==> config.mk <==
export PLATFORM = sky130hd
export DESIGN_NAME = irc_color_code_to_ansi_escape
export DESIGN_NICKNAME = d
export VERILOG_FILES = /design/src/rtl/core/icae_pkg.sv /design/src/rtl/core/icae_queue.sv /design/src/rtl/core/icae_front.sv /design/src/rtl/core/icae_back.sv /design/src/rtl/core/irc_color_code_to_ansi_escape.sv
export SDC_FILE = /design/constraint.sdc
export NUM_CORES = 1
export LEC_CHECK = 0
export ABC_AREA = 1
export BUFFER_PORTS_ARGS = -buffer_cell sky130_fd_sc_hd__buf_2
export CAP_MARGIN = 10
export CORE_MARGIN = 3
export CORE_UTILIZATION = 49
export DETAILED_ROUTE_END_ITERATION = 8
export GPL_ROUTABILITY_DRIVEN = 0
export PLACE_DENSITY = 0.7
export REMOVE_ABC_BUFFERS = 1
export SLEW_MARGIN = 10
export SYNTH_ARGS = -nofsm -noshare
export SYNTH_HDL_FRONTEND = slang
export SYNTH_HIERARCHICAL = 1
export SYNTH_SLANG_ARGS = --single-unit
==> constraint.sdc <==
create_clock -name clk -period 4.1 [get_ports clk]
set_input_delay 0.615 -clock clk [delete_from_list [all_inputs] [get_ports clk]]
set_output_delay 0.615 -clock clk [all_outputs]
set_load 0.05 [all_outputs]
==> src/rtl/core/icae_pkg.sv <==
// ----------------------------------------------------------------------------
// icae_pkg
// Shared types and constants for the formatting-code to terminal-escape
// converter: escape ops, queue entry layout and the colour table.
// ----------------------------------------------------------------------------
`default_nettype none

package icae_pkg;

  localparam int OPS = 3;

  typedef enum logic [1:0] {
    OP_NONE  = 2'd0,
    OP_SHORT = 2'd1,   // ESC [ arg m
    OP_COLOR = 2'd2,   // ESC [ tens ones m, arg[3:0] is the table index
    OP_LIT   = 2'd3    // arg as is
  } op_kind_t;

  typedef struct packed {
    op_kind_t   kind;
    logic [7:0] arg;
  } op_t;

  // ops packed toward index 0; index 0 is emitted first
  typedef op_t [OPS-1:0] entry_t;

  localparam logic [7:0] CH_ESC    = 8'h1B;
  localparam logic [7:0] CH_LBRACK = 8'h5B;
  localparam logic [7:0] CH_M      = 8'h6D;
  localparam logic [7:0] CH_COMMA  = 8'h2C;
  localparam logic [7:0] CH_ZERO   = 8'h30;
  localparam logic [7:0] CH_ONE    = 8'h31;
  localparam logic [7:0] CH_FOUR   = 8'h34;
  localparam logic [7:0] CH_SEVEN  = 8'h37;
  localparam logic [7:0] CH_NINE   = 8'h39;

  localparam logic [7:0] CTL_COLOR     = 8'h03;
  localparam logic [7:0] CTL_BOLD      = 8'h02;
  localparam logic [7:0] CTL_UNDERLINE = 8'h1F;
  localparam logic [7:0] CTL_RESET     = 8'h0F;
  localparam logic [7:0] CTL_REVERSE   = 8'h16;

  // SGR foreground codes in BCD
  localparam logic [7:0] COLOUR_BCD [16] = '{
    8'h37, 8'h30, 8'h34, 8'h32, 8'h31, 8'h31, 8'h35, 8'h33,
    8'h93, 8'h92, 8'h36, 8'h96, 8'h94, 8'h95, 8'h90, 8'h37
  };

endpackage

`default_nettype wire

==> src/rtl/core/icae_queue.sv <==
// ----------------------------------------------------------------------------
// icae_queue
// Small register FIFO of decoded entries between the parser and the
// escape sequencer.
// ----------------------------------------------------------------------------
`default_nettype none

module icae_queue #(
  parameter int DEPTH = 4
) (
  input  wire                   clk,
  input  wire                   rst,
  input  wire                   wr_en,
  input  wire icae_pkg::entry_t wr_data,
  output logic                  full,
  input  wire                   rd_en,
  output icae_pkg::entry_t      rd_data,
  output logic                  empty
);
  import icae_pkg::*;

  localparam int AW = (DEPTH > 1) ? $clog2(DEPTH) : 1;
  localparam int CW = $clog2(DEPTH + 1);

  entry_t        mem [DEPTH];
  logic [AW-1:0] wr_ptr;
  logic [AW-1:0] rd_ptr;
  logic [CW-1:0] count;

  assign full    = (count == CW'(DEPTH));
  assign empty   = (count == '0);
  assign rd_data = mem[rd_ptr];

  always_ff @(posedge clk) begin
    if (wr_en) begin
      mem[wr_ptr] <= wr_data;
    end
  end

  always_ff @(posedge clk) begin
    if (rst) begin
      wr_ptr <= '0;
      rd_ptr <= '0;
      count  <= '0;
    end else begin
      if (wr_en) begin
        wr_ptr <= (wr_ptr == AW'(DEPTH - 1)) ? '0 : wr_ptr + AW'(1);
      end
      if (rd_en) begin
        rd_ptr <= (rd_ptr == AW'(DEPTH - 1)) ? '0 : rd_ptr + AW'(1);
      end
      if (wr_en && !rd_en) begin
        count <= count + CW'(1);
      end else if (rd_en && !wr_en) begin
        count <= count - CW'(1);
      end
    end
  end

  assert property (@(posedge clk) disable iff (rst) rd_en |-> !empty)
    else $error("queue pop while empty");
  assert property (@(posedge clk) disable iff (rst) wr_en |-> !full)
    else $error("queue push while full");
  assert property (@(posedge clk) disable iff (rst) count <= CW'(DEPTH))
    else $error("queue count overflow");

endmodule

`default_nettype wire

==> src/rtl/core/icae_front.sv <==
// ----------------------------------------------------------------------------
// icae_front
// Input parser: tracks control/colour/comma state per byte and turns each
// byte into up to three escape ops, pushed as one queue entry.
// ----------------------------------------------------------------------------
`default_nettype none

module icae_front (
  input  wire              clk,
  input  wire              rst,
  input  wire              in_valid,
  output logic             in_ready,
  input  wire [7:0]        in_byte,
  input  wire              in_last,
  input  wire              q_full,
  output logic             push,
  output icae_pkg::entry_t entry
);
  import icae_pkg::*;

  typedef enum logic [5:0] {
    ST_IDLE  = 6'b000001,
    ST_CTRL  = 6'b000010,
    ST_DIG1  = 6'b000100,
    ST_AFTER = 6'b001000,
    ST_COMMA = 6'b010000,
    ST_BG1   = 6'b100000
  } mode_t;

  mode_t      mode;
  mode_t      mode_next;
  logic [3:0] fg;
  logic [3:0] fg_next;
  logic       accept;

  function automatic op_t colour_op(logic [6:0] val);
    op_t o;
    if (val > 7'd15) begin
      o.kind = OP_SHORT;
      o.arg  = CH_ZERO;
    end else begin
      o.kind = OP_COLOR;
      o.arg  = {4'd0, val[3:0]};
    end
    return o;
  endfunction

  always_comb begin
    logic       is_dig;
    logic [3:0] dval;
    logic       do_plain;
    op_t        raw [OPS];
    logic [1:0] slot;

    is_dig    = (in_byte >= CH_ZERO) && (in_byte <= CH_NINE);
    dval      = in_byte[3:0];
    do_plain  = 1'b0;
    mode_next = mode;
    fg_next   = fg;
    for (int i = 0; i < OPS; i++) begin
      raw[i] = '{kind: OP_NONE, arg: 8'd0};
    end

    unique case (mode)
      ST_CTRL: begin
        if (is_dig) begin
          fg_next   = dval;
          mode_next = ST_DIG1;
        end else begin
          raw[0]   = '{kind: OP_SHORT, arg: CH_ZERO};
          do_plain = 1'b1;
        end
      end
      ST_DIG1: begin
        if (is_dig) begin
          raw[0]    = colour_op(7'(fg) * 7'd10 + 7'(dval));
          mode_next = ST_AFTER;
        end else begin
          raw[0] = colour_op(7'(fg));
          if (in_byte == CH_COMMA) begin
            mode_next = ST_COMMA;
          end else begin
            do_plain = 1'b1;
          end
        end
      end
      ST_AFTER: begin
        if (in_byte == CH_COMMA) begin
          mode_next = ST_COMMA;
        end else begin
          do_plain = 1'b1;
        end
      end
      ST_COMMA: begin
        if (is_dig) begin
          mode_next = ST_BG1;
        end else begin
          raw[0]   = '{kind: OP_LIT, arg: CH_COMMA};
          do_plain = 1'b1;
        end
      end
      ST_BG1: begin
        if (is_dig) begin
          mode_next = ST_IDLE;
        end else begin
          do_plain = 1'b1;
        end
      end
      default: begin
        do_plain = 1'b1;
      end
    endcase

    if (do_plain) begin
      mode_next = ST_IDLE;
      priority if (in_byte == CTL_COLOR) begin
        mode_next = ST_CTRL;
      end else if (in_byte == CTL_BOLD) begin
        raw[1] = '{kind: OP_SHORT, arg: CH_ONE};
      end else if (in_byte == CTL_UNDERLINE) begin
        raw[1] = '{kind: OP_SHORT, arg: CH_FOUR};
      end else if (in_byte == CTL_RESET) begin
        raw[1] = '{kind: OP_SHORT, arg: CH_ZERO};
      end else if (in_byte == CTL_REVERSE) begin
        raw[1] = '{kind: OP_SHORT, arg: CH_SEVEN};
      end else begin
        raw[1] = '{kind: OP_LIT, arg: in_byte};
      end
    end

    if (in_last) begin
      if (mode_next == ST_CTRL) begin
        raw[2] = '{kind: OP_SHORT, arg: CH_ZERO};
      end else if (mode_next == ST_DIG1) begin
        raw[2] = colour_op(7'(fg_next));
      end else if (mode_next == ST_COMMA) begin
        raw[2] = '{kind: OP_LIT, arg: CH_COMMA};
      end
      mode_next = ST_IDLE;
    end

    // pack non-empty ops to the front
    entry = '0;
    slot  = 2'd0;
    for (int i = 0; i < OPS; i++) begin
      if (raw[i].kind != OP_NONE) begin
        entry[slot] = raw[i];
        slot        = slot + 2'd1;
      end
    end
  end

  assign in_ready = !q_full;
  assign accept   = in_valid && in_ready;
  assign push     = accept && (entry[0].kind != OP_NONE);

  always_ff @(posedge clk) begin
    if (rst) begin
      mode <= ST_IDLE;
      fg   <= 4'd0;
    end else if (accept) begin
      mode <= mode_next;
      fg   <= fg_next;
    end
  end

endmodule

`default_nettype wire

==> src/rtl/core/icae_back.sv <==
// ----------------------------------------------------------------------------
// icae_back
// Escape sequencer: walks the ops of the head queue entry byte by byte into
// a registered output stage.
// ----------------------------------------------------------------------------
`default_nettype none

module icae_back (
  input  wire                   clk,
  input  wire                   rst,
  input  wire icae_pkg::entry_t head,
  input  wire                   q_empty,
  output logic                  pop,
  output logic                  out_valid,
  input  wire                   out_ready,
  output logic [7:0]            out_byte,
  output logic                  out_last
);
  import icae_pkg::*;

  logic [1:0] op_idx;
  logic [2:0] pos;
  op_t        cur;
  op_kind_t   nxt_kind;
  logic [2:0] len;
  logic       op_done;
  logic       last_op;
  logic       load;
  logic [7:0] bcd;
  logic [7:0] byte_next;

  always_comb begin
    unique case (op_idx)
      2'd0:    begin cur = head[0]; nxt_kind = head[1].kind; end
      2'd1:    begin cur = head[1]; nxt_kind = head[2].kind; end
      default: begin cur = head[2]; nxt_kind = OP_NONE;      end
    endcase
  end

  always_comb begin
    unique case (cur.kind)
      OP_SHORT: len = 3'd4;
      OP_COLOR: len = 3'd5;
      default:  len = 3'd1;
    endcase
  end

  assign bcd = COLOUR_BCD[cur.arg[3:0]];

  always_comb begin
    byte_next = cur.arg;
    unique case (cur.kind)
      OP_SHORT: begin
        unique case (pos)
          3'd0:    byte_next = CH_ESC;
          3'd1:    byte_next = CH_LBRACK;
          3'd2:    byte_next = cur.arg;
          default: byte_next = CH_M;
        endcase
      end
      OP_COLOR: begin
        unique case (pos)
          3'd0:    byte_next = CH_ESC;
          3'd1:    byte_next = CH_LBRACK;
          3'd2:    byte_next = {4'h3, bcd[7:4]};
          3'd3:    byte_next = {4'h3, bcd[3:0]};
          default: byte_next = CH_M;
        endcase
      end
      default: byte_next = cur.arg;
    endcase
  end

  assign op_done = (pos == len - 3'd1);
  assign last_op = (nxt_kind == OP_NONE);
  assign load    = !q_empty && (!out_valid || out_ready);
  assign pop     = load && op_done && last_op;

  always_ff @(posedge clk) begin
    if (load) begin
      out_byte <= byte_next;
      out_last <= op_done && last_op;
    end
  end

  always_ff @(posedge clk) begin
    if (rst) begin
      out_valid <= 1'b0;
      op_idx    <= 2'd0;
      pos       <= 3'd0;
    end else begin
      if (load) begin
        out_valid <= 1'b1;
      end else if (out_ready) begin
        out_valid <= 1'b0;
      end
      if (load) begin
        if (op_done) begin
          pos    <= 3'd0;
          op_idx <= last_op ? 2'd0 : op_idx + 2'd1;
        end else begin
          pos <= pos + 3'd1;
        end
      end
    end
  end

  assert property (@(posedge clk) disable iff (rst) !q_empty |-> (pos < len))
    else $error("byte position beyond op length");
  assert property (@(posedge clk) disable iff (rst) op_idx != 2'd3)
    else $error("op index out of range");
  assert property (@(posedge clk) disable iff (rst)
                   out_valid && !out_ready |=> out_valid)
    else $error("output dropped while stalled");

endmodule

`default_nettype wire

==> src/rtl/core/irc_color_code_to_ansi_escape.sv <==
// ----------------------------------------------------------------------------
// irc_color_code_to_ansi_escape
// Converts chat formatting codes in a byte stream to terminal escapes.
// ----------------------------------------------------------------------------
// Path: an accepted item is written into the entry queue, and the sequencer
//   then loads each result byte into the output register.
// Throughput: one result byte per cycle from the output register while not
//   stalled; an input item is taken every cycle while the entry queue has room,
//   so plain text runs at one byte per cycle and escapes are 4 or 5 bytes long.
// Reset (rst, synchronous): parser back to plain text, queue and output empty.
// ----------------------------------------------------------------------------
`default_nettype none

module irc_color_code_to_ansi_escape #(
  parameter int QUEUE_DEPTH = 4
) (
  input  wire        clk,
  input  wire        rst,
  input  wire        s_axis_tvalid,
  output logic       s_axis_tready,
  input  wire [7:0]  s_axis_tdata,   // [7:0] in_byte
  input  wire        s_axis_tlast,   // msg_last
  output logic       m_axis_tvalid,
  input  wire        m_axis_tready,
  output logic [7:0] m_axis_tdata,   // [7:0] out_byte
  output logic       m_axis_tlast    // run_last
);
  import icae_pkg::*;

  entry_t wr_entry;
  entry_t rd_entry;
  logic   push;
  logic   pop;
  logic   q_full;
  logic   q_empty;

  icae_front u_front (
    .clk      (clk),
    .rst      (rst),
    .in_valid (s_axis_tvalid),
    .in_ready (s_axis_tready),
    .in_byte  (s_axis_tdata),
    .in_last  (s_axis_tlast),
    .q_full   (q_full),
    .push     (push),
    .entry    (wr_entry)
  );

  icae_queue #(
    .DEPTH (QUEUE_DEPTH)
  ) u_queue (
    .clk     (clk),
    .rst     (rst),
    .wr_en   (push),
    .wr_data (wr_entry),
    .full    (q_full),
    .rd_en   (pop),
    .rd_data (rd_entry),
    .empty   (q_empty)
  );

  icae_back u_back (
    .clk       (clk),
    .rst       (rst),
    .head      (rd_entry),
    .q_empty   (q_empty),
    .pop       (pop),
    .out_valid (m_axis_tvalid),
    .out_ready (m_axis_tready),
    .out_byte  (m_axis_tdata),
    .out_last  (m_axis_tlast)
  );

endmodule

`default_nettype wire

After elaboration in Yosys (flattened, before gate mapping)

Memories as Yosys holds them, arrays and structs flattened. A register that Yosys moved wholly into a read port is not among the register bits.
Cells that the tools add are included.

Bitwise gates (word level): 1
Order comparisons: 8
$mul: 1
Reduce and logical (&&, ||, !) cells: 29
Equal/unequal tests: 24
Mux-type cells: 61
$add $sub $neg: 9

Operators by type and width:

| cell               | count |
|---|---|
| $mux 10            | 16 |
| $bwmux 30          | 2 |
| $mux 30            | 2 |
| $mux 6             | 7 |
| $demux 10 s2       | 2 |
| $pmux 10 s3        | 1 |
| $pmux 6 s5         | 1 |
| $pmux 7 s4         | 1 |
| $pmux 8 s3         | 1 |
| $pmux 10 s2        | 1 |
| $eq 8x2->1 const B | 2 |
| $eq 8x5->1 const B | 2 |
| $mux 8             | 2 |
| $pmux 8 s2         | 1 |
| $mux 2             | 7 |
| $eq 6x2->1 const B | 2 |
| $eq 6x3->1 const B | 2 |
| $eq 6x5->1 const B | 2 |
| $reduce_bool 2->1  | 6 |
| $logic_and 1x1->1  | 11 |
| $mux 3             | 3 |
| $mux 9             | 1 |
| $eq 8x4->1 const B | 1 |
| $eq 8x6->1 const B | 1 |
| other kinds (34)   | 56 |

Memories: 2
Bits in registers: 32
Bits in writable memories: 120
Input port bits: 13
ROM bits: 128
Output and inout bits: 11

Memories:

| name            | depth | width | rd ports | clocked after Yosys merged registers in | wr ports | line             | RTL |
|---|---|---|---|---|---|---|---|
| (no name shown) | 16    | 8     | 1        | 0                                       | 0        | icae_back.sv:48  | `assign bcd = COLOUR_BCD[cur.arg[3:0]];` |
| u_queue.mem     | 4     | 30    | 1        | 1                                       | 1        | icae_queue.sv:25 | `entry_t mem [DEPTH];` |

Depth between registers and ports, before layout

Depth after elaboration: 22
Mapped depth: 31
Depth with buffers taken out: 31

Hierarchy

The synthesis kept the hierarchy.

By module, submodules not included:

| module     | area each (um^2) | times used | cells an instance |
|---|---|---|---|
| icae_queue | 4,954.8          | 1          | 350 |
| icae_front | 1,684.1          | 1          | 303 |
| icae_back  | 1,278.7          | 1          | 180 |

Worst setup path after synthesis

Ideal clock, no wire load.

Path type: register to register
Start: register u_front.fg[1]
End: memory u_queue/mem[0][0] (netlist name) (enable)
Stages on the path, launching flop included: 25
Period minus slack after synthesis: 3.844 ns
Required time: 3.715 ns
Path buffers: 0
Arrival time: 3.459 ns
Setup slack: 0.256 ns
Path through: dfxtp_1 > ha_1 > ha_1 > fa_1 > nand2_1 > nor2_1 > nand2_1 > nand2_1 > nand2_1 > nand2_1 > inv_1 > nand2_2 > nand2_1 > o21ai_2 > inv_2 > nor2_8 > ha_1 > nand2_2 > inv_2 > nor2_2 > nand3_1 > nand2_1 > inv_1 > nand2_1 > inv_1

Cells in the longest elaborated chain, start to end: 20

RTL lines:

| item                                    | line                                | RTL |
|---|---|---|
| start: declaration                      | icae_front.sv:32                    | `logic [3:0] fg;` |
| start signal: assignment                | icae_front.sv:163                   | `fg <= fg_next;` |
| $mul 4x3->6 *                           | icae_front.sv:76                    | `raw[0] = colour_op(7'(fg) * 7'd10 + 7'(dval));` |
| $add 7x4->7 *                           | icae_front.sv:76                    |  |
| $gt 7x4->1 *                            | icae_front.sv:38                    | `if (val > 7'd15) begin` |
| $mux 10 *                               | icae_front.sv:38                    |  |
| $mux 10 *                               | icae_front.sv:75                    | `if (is_dig) begin` |
| $pmux 10 s3 *                           | icae_front.sv:64                    | `unique case (mode)` |
| $reduce_bool 2->1                       | icae_front.sv:146                   | `if (raw[i].kind != OP_NONE) begin` |
| $mux 1                                  | icae_front.sv:146                   |  |
| [... 5 more ...]                        | --                                  |  |
| $demux 10 s2 or $mux 30 (tied branches) | --                                  |  |
| $bwmux 30                               | icae_front.sv:147                   | `entry[slot] = raw[i];` |
| $mux 30 *                               | icae_front.sv:146                   |  |
| $reduce_bool 2->1 *                     | icae_front.sv:155                   | `assign push = accept && (entry[0].kind != OP_NONE);` |
| $logic_and 1x1->1 *                     | icae_front.sv:155                   |  |
| named net push                          | irc_color_code_to_ansi_escape.sv:32 | `logic push;` |
| $mux 1 *                                | icae_queue.sv:35                    | `if (wr_en) begin` |
| $mux 1 (not written as such) *          | icae_queue.sv:36                    | `mem[wr_ptr] <= wr_data;` |
| end: declaration                        | icae_queue.sv:25                    |  |

The timed path passes the listed nets; every way through them passes the cells marked *.

Worst setup path after layout

Start: register u_front.fg[1]
End: register u_queue.count[2]

Cells in the longest elaborated chain, start to end: 21

RTL lines:

| item                               | line                                | RTL |
|---|---|---|
| $mul 4x3->6 *                      | icae_front.sv:76                    |  |
| $add 7x4->7 *                      | icae_front.sv:76                    |  |
| $gt 7x4->1 *                       | icae_front.sv:38                    |  |
| $mux 10 *                          | icae_front.sv:38                    |  |
| $mux 10 *                          | icae_front.sv:75                    |  |
| $pmux 10 s3 *                      | icae_front.sv:64                    |  |
| $reduce_bool 2->1                  | icae_front.sv:146                   |  |
| $mux 1                             | icae_front.sv:146                   |  |
| [... 6 more ...]                   | --                                  |  |
| $bwmux 30                          | icae_front.sv:147                   |  |
| $mux 30 *                          | icae_front.sv:146                   |  |
| $reduce_bool 2->1 *                | icae_front.sv:155                   |  |
| $logic_and 1x1->1 *                | icae_front.sv:155                   |  |
| named net push                     | irc_color_code_to_ansi_escape.sv:32 |  |
| $logic_not 1->1                    | icae_queue.sv:54                    | `end else if (rd_en && !wr_en) begin` |
| $logic_and 1x1->1                  | icae_queue.sv:54                    |  |
| $reduce_bool 2->1 (no source line) | --                                  |  |
| end signal: assignment             | icae_queue.sv:53                    | `count <= count + CW'(1);` |
| end signal: assignment             | icae_queue.sv:55                    | `count <= count - CW'(1);` |
| end: declaration                   | icae_queue.sv:28                    | `logic [CW-1:0] count;` |

Marked as above.
A chain may end at the register's enable or synchronous reset.

==> reports/results.tsv <==
stage	metric	value	unit
clock_tree	cts_sinks	154	
final_layout	drive_above_1_share	14.66	%
die	dieHeight	133.1	µm
worst_setup_path	cp_data_arrival_time	4150	ps
final_layout	final_util	56.99	%
routing	drtIter0Drc	400	
status	status	complete, no violations	
power	clock_power_share	22.9	%
worst_setup_path	startpoint_type	register	
sta	worst_slack	262.0	ps
routing	vias	5897	
die	die_w	133.1	µm
sta	drv_slew	0	
routing	drc	0	
sta	finClkSkew	16.00	ps
place	port_buffers	23	
routing	drtPass1Iterations	5	
place	place_area	8247	µm²
synth	synth_top_family_by_area	simple AND/OR/NAND/NOR gates	
sta	relSlewSlack	57.15	%
sta	hold_viol	0	
routing	routed_wl	16480	µm
power	power.share.switching	40.18	%
die	initial_core_util	51.14	%
sta	tightest_slew	640.3	ps
sta	setup_tns	0	ps
routing	routed_via_density	5.405	
synth	synthArstFlopShare	0	%
clock_tree	cts_buffers	17	
synth	yosys_warnings	6	
min_path	hold_path_class	in -> reg	
clock_tree	clk_latency	420	ps
synth	synthXorXnorAreaFrac	0.4425	%
clock_tree	cts_max_level	4	
clock_tree	cts_tree	yes	
worst_setup_path	rr_startpoint	u_front/fg[1]	
grt	antenna_found_initial	0	
worst_setup_path	reg2reg_depth	31	
final_layout	multi_input_area	2970	µm²
run	drv_cap	0	
synth	synthSimpleGateAreaFrac	18.93	%
worst_setup_path	crit_fanout	4	
sta	fmax	0.2606	GHz
synth	synthMuxAreaShare	0	%
place	place_ws	71.16	ps
worst_setup_path	critPathCaptureType	register	
synth	synth_fa_ha_area_share	5.025	%
grt	grt_util_all_layers	18.93	%
grt	grt_first_pass_wirelength	26720	µm
synth	ys_seq_elements	154	
sta	post-route-min-period	3838	ps
worst_setup_path	critical_path.most_common_cell	nand2_1	
final_layout	post_layout_nonfiller_instances	1091	
die	die_area	17720	µm²
synth	synth_edf_count	129	
power	pwr-share-seq	35.4	%
synth	postSynthAreaPerCell	9.505	µm²
worst_setup_path	ff2ff_setup_slack	260	ps
sta	finalSetupViolCount	0	
final_layout	syn_to_final_growth	11.44	%
worst_setup_path	reg2reg_to	u_queue/count[2]	
synth	synth-main-ff-cell	edfxtp_1	
synth	synth.distinct_cells	44	
worst_setup_path	setup.worst_path.end	u_queue/count[2]	
final_layout	layout.nets	910	
die	fp-row-count	45	
worst_setup_path	cp_slowest_stage_delay	560	ps
routing	wire_per_inst	15.11	µm
power	vdd_drop_max	0.3623	mV
worst_setup_path	worstSetupStartpoint	u_front/fg[1]	
routing	drtAntennaViolNets	0	
die	ios	24	
synth	synthesis.instances	833	
grt	first_global_vias	5502	
synth	ys_seq_area_share	55.25	%
power	total_leakage_power	0.003561	µW
worst_setup_path	worstPathRequired	4410	ps
power	power_frac_comb	41.7	%
sta	fin_crit_sh	93.61	%
place	dp_cells	1057	
power	p_per_area	676.8	nW/µm²
power	intPower	3573	µW
clock_tree	cts_max_path_buffers	2	
synth	synth-compound-area-share	12.45	%
worst_setup_path	crit_path_top_delay_cell	fa_1	
synth	syn_area	7918	µm²
final_layout	fillerInstances	1311	
place	dp_hpwl	10970	µm
final_layout	seq_area	4378	µm²
grt	grt_overflow	0	
grt	grt_max_degree	45	
clock_tree	hold_buffers	0	
final_layout	antenna_cells	0	
final_layout	post-route-cell-area	8823	µm²
worst_setup_path	path_class	reg -> reg	
clock_tree	clockRootBuffer	clkbuf_16	
power	switchingPower	2399	µW
clock_tree	path_clk_slew	60	ps
die	core_area	15480	µm²
cell type report:
class	instances	share of cell area, %
Clock buffer	20	4.949
Clock inverter	12	0.8792
Inverter	103	4.495
Multi-Input combinational cell	550	33.66
Sequential cell	154	49.62
Tap cell	211	2.992
Timing Repair Buffer	41	3.403
cell usage after synthesis (3+ instances only):
cell | instances | share of area [%]
nor2_4 | 6 | 0.85
buf_6 | 12 | 1.7
a31oi_1 | 3 | 0.24
inv_1 | 89 | 4.2
edfxtp_1 | 129 | 49
nand2_1 | 144 | 6.8
a21oi_1 | 27 | 1.7
dfxtp_1 | 25 | 6.3
nand3_1 | 37 | 2.3
nand3_2 | 3 | 0.38
fa_1 | 3 | 0.76
o21ai_0 | 57 | 3.6
nor2_1 | 108 | 5.1
buf_2 | 6 | 0.38
inv_2 | 12 | 0.57
o22ai_1 | 36 | 2.8
nand4_1 | 5 | 0.40
a211oi_1 | 3 | 0.28
o21ai_1 | 35 | 2.2
nor3_1 | 9 | 0.57
nand2_2 | 16 | 1.3
buf_4 | 7 | 0.66
nor2_2 | 6 | 0.47
ha_1 | 27 | 4.3
a22o_1 | 4 | 0.44
worst min path at each step:
stage                     startpoint               end  cells after the start
floorplan           u_back/op_idx[1]  u_back/op_idx[1]                      2
global placement    u_back/out_valid  u_back/out_valid                      2
detailed placement  u_back/out_valid  u_back/out_valid                      2
CTS                    m_axis_tready  u_back/out_valid                      4
global route           m_axis_tready  u_back/out_valid                      4
finish                 m_axis_tready  u_back/out_valid                      4
critical path: cells and delay by family, from the launching register on:
family,cells,cell delay (ps)
flip-flops,1,330
adder cells (fa/ha/maj),6,1690
AND/OR/NAND/NOR,17,1110
buffers and inverters,7,480
AO/OA/AOI/OAI,1,90
placed cells by master, fill, tap and decap left out, types with 3 or more instances in the layout:
cell	instances
nand2_1	143
edfxtp_1	129
nor2_1	107
inv_1	87
o21ai_0	56
nand3_1	37
o21ai_1	36
o22ai_1	36
a21oi_1	27
ha_1	24
buf_2	23
dfxtp_1	22
clkbuf_16	17
nand2_2	16
buf_4	14
inv_2	14
nor3_1	9
nor2_4	7
nor2_2	6
nand4_1	5
clkinv_1	4
a22o_1	4
buf_12	4
clkinv_4	3
clkbuf_1	3
a211oi_1	3
nand3_2	3
a31oi_1	3
dfxtp_2	3
per-stage QoR:
step / hold slack (ps) / power [µW]
2_1_floorplan: 473.5 / 3914
4_1_cts: 439.8 / 5963
5_1_grt: 459.6 / 6393
3_3_place_gp: 462.2 / 4560
6_report: 461.8 / 5972
3_5_place_dp: 471.0 / 4586
cell families (layout without fill, tap and decap cells):
group / count (synthesis) / after routing
AND/OR/NAND/NOR: 338 / 338
XOR/XNOR: 4 / 4
other: 1 / 2
adder cells (fa/ha/maj): 30 / 30
buffers and inverters: 130 / 176
flip-flops: 154 / 154
AO/OA/AOI/OAI: 176 / 176
power groups by stage:
stage          Clock (µW)  Combinational (µW)  Sequential, µW
6_report             1360                2490            2120
5_1_grt              1460                2790            2140
4_1_cts              1390                2450            2120
3_5_place_dp            0                2440            2150
3_3_place_gp            0                2420            2140
2_1_floorplan           0                1560            2350
flip-flops by register name, indices dropped and copies added, names as in the netlist, named ones only:
signal	cells
u_queue/mem	120
u_back/out_byte	8
u_front/mode	6
u_front/fg	4
u_back/pos	3
u_queue/count	3
u_back/op_idx	2
u_queue/rd_ptr	2
u_queue/wr_ptr	2
u_back/out_last	1
u_back/out_valid	1
per-layer routing:
layer	global-route usage (%)	vias up	routed length (µm)	share of wire (%)
met5	0	-	0	0
met4	7.829	0	312	1.9
met3	4.041	38	1025	6.2
met2	31.09	210	7793	47
met1	24.54	2742	7349	45
li1	-	2907	-	-
repair_timing:
item	CTS	global route
gates resized for setup	0	15
buffers inserted	0	2
setup endpoints to repair	0	2
Note: power is estimated with default switching activity, not from simulation.
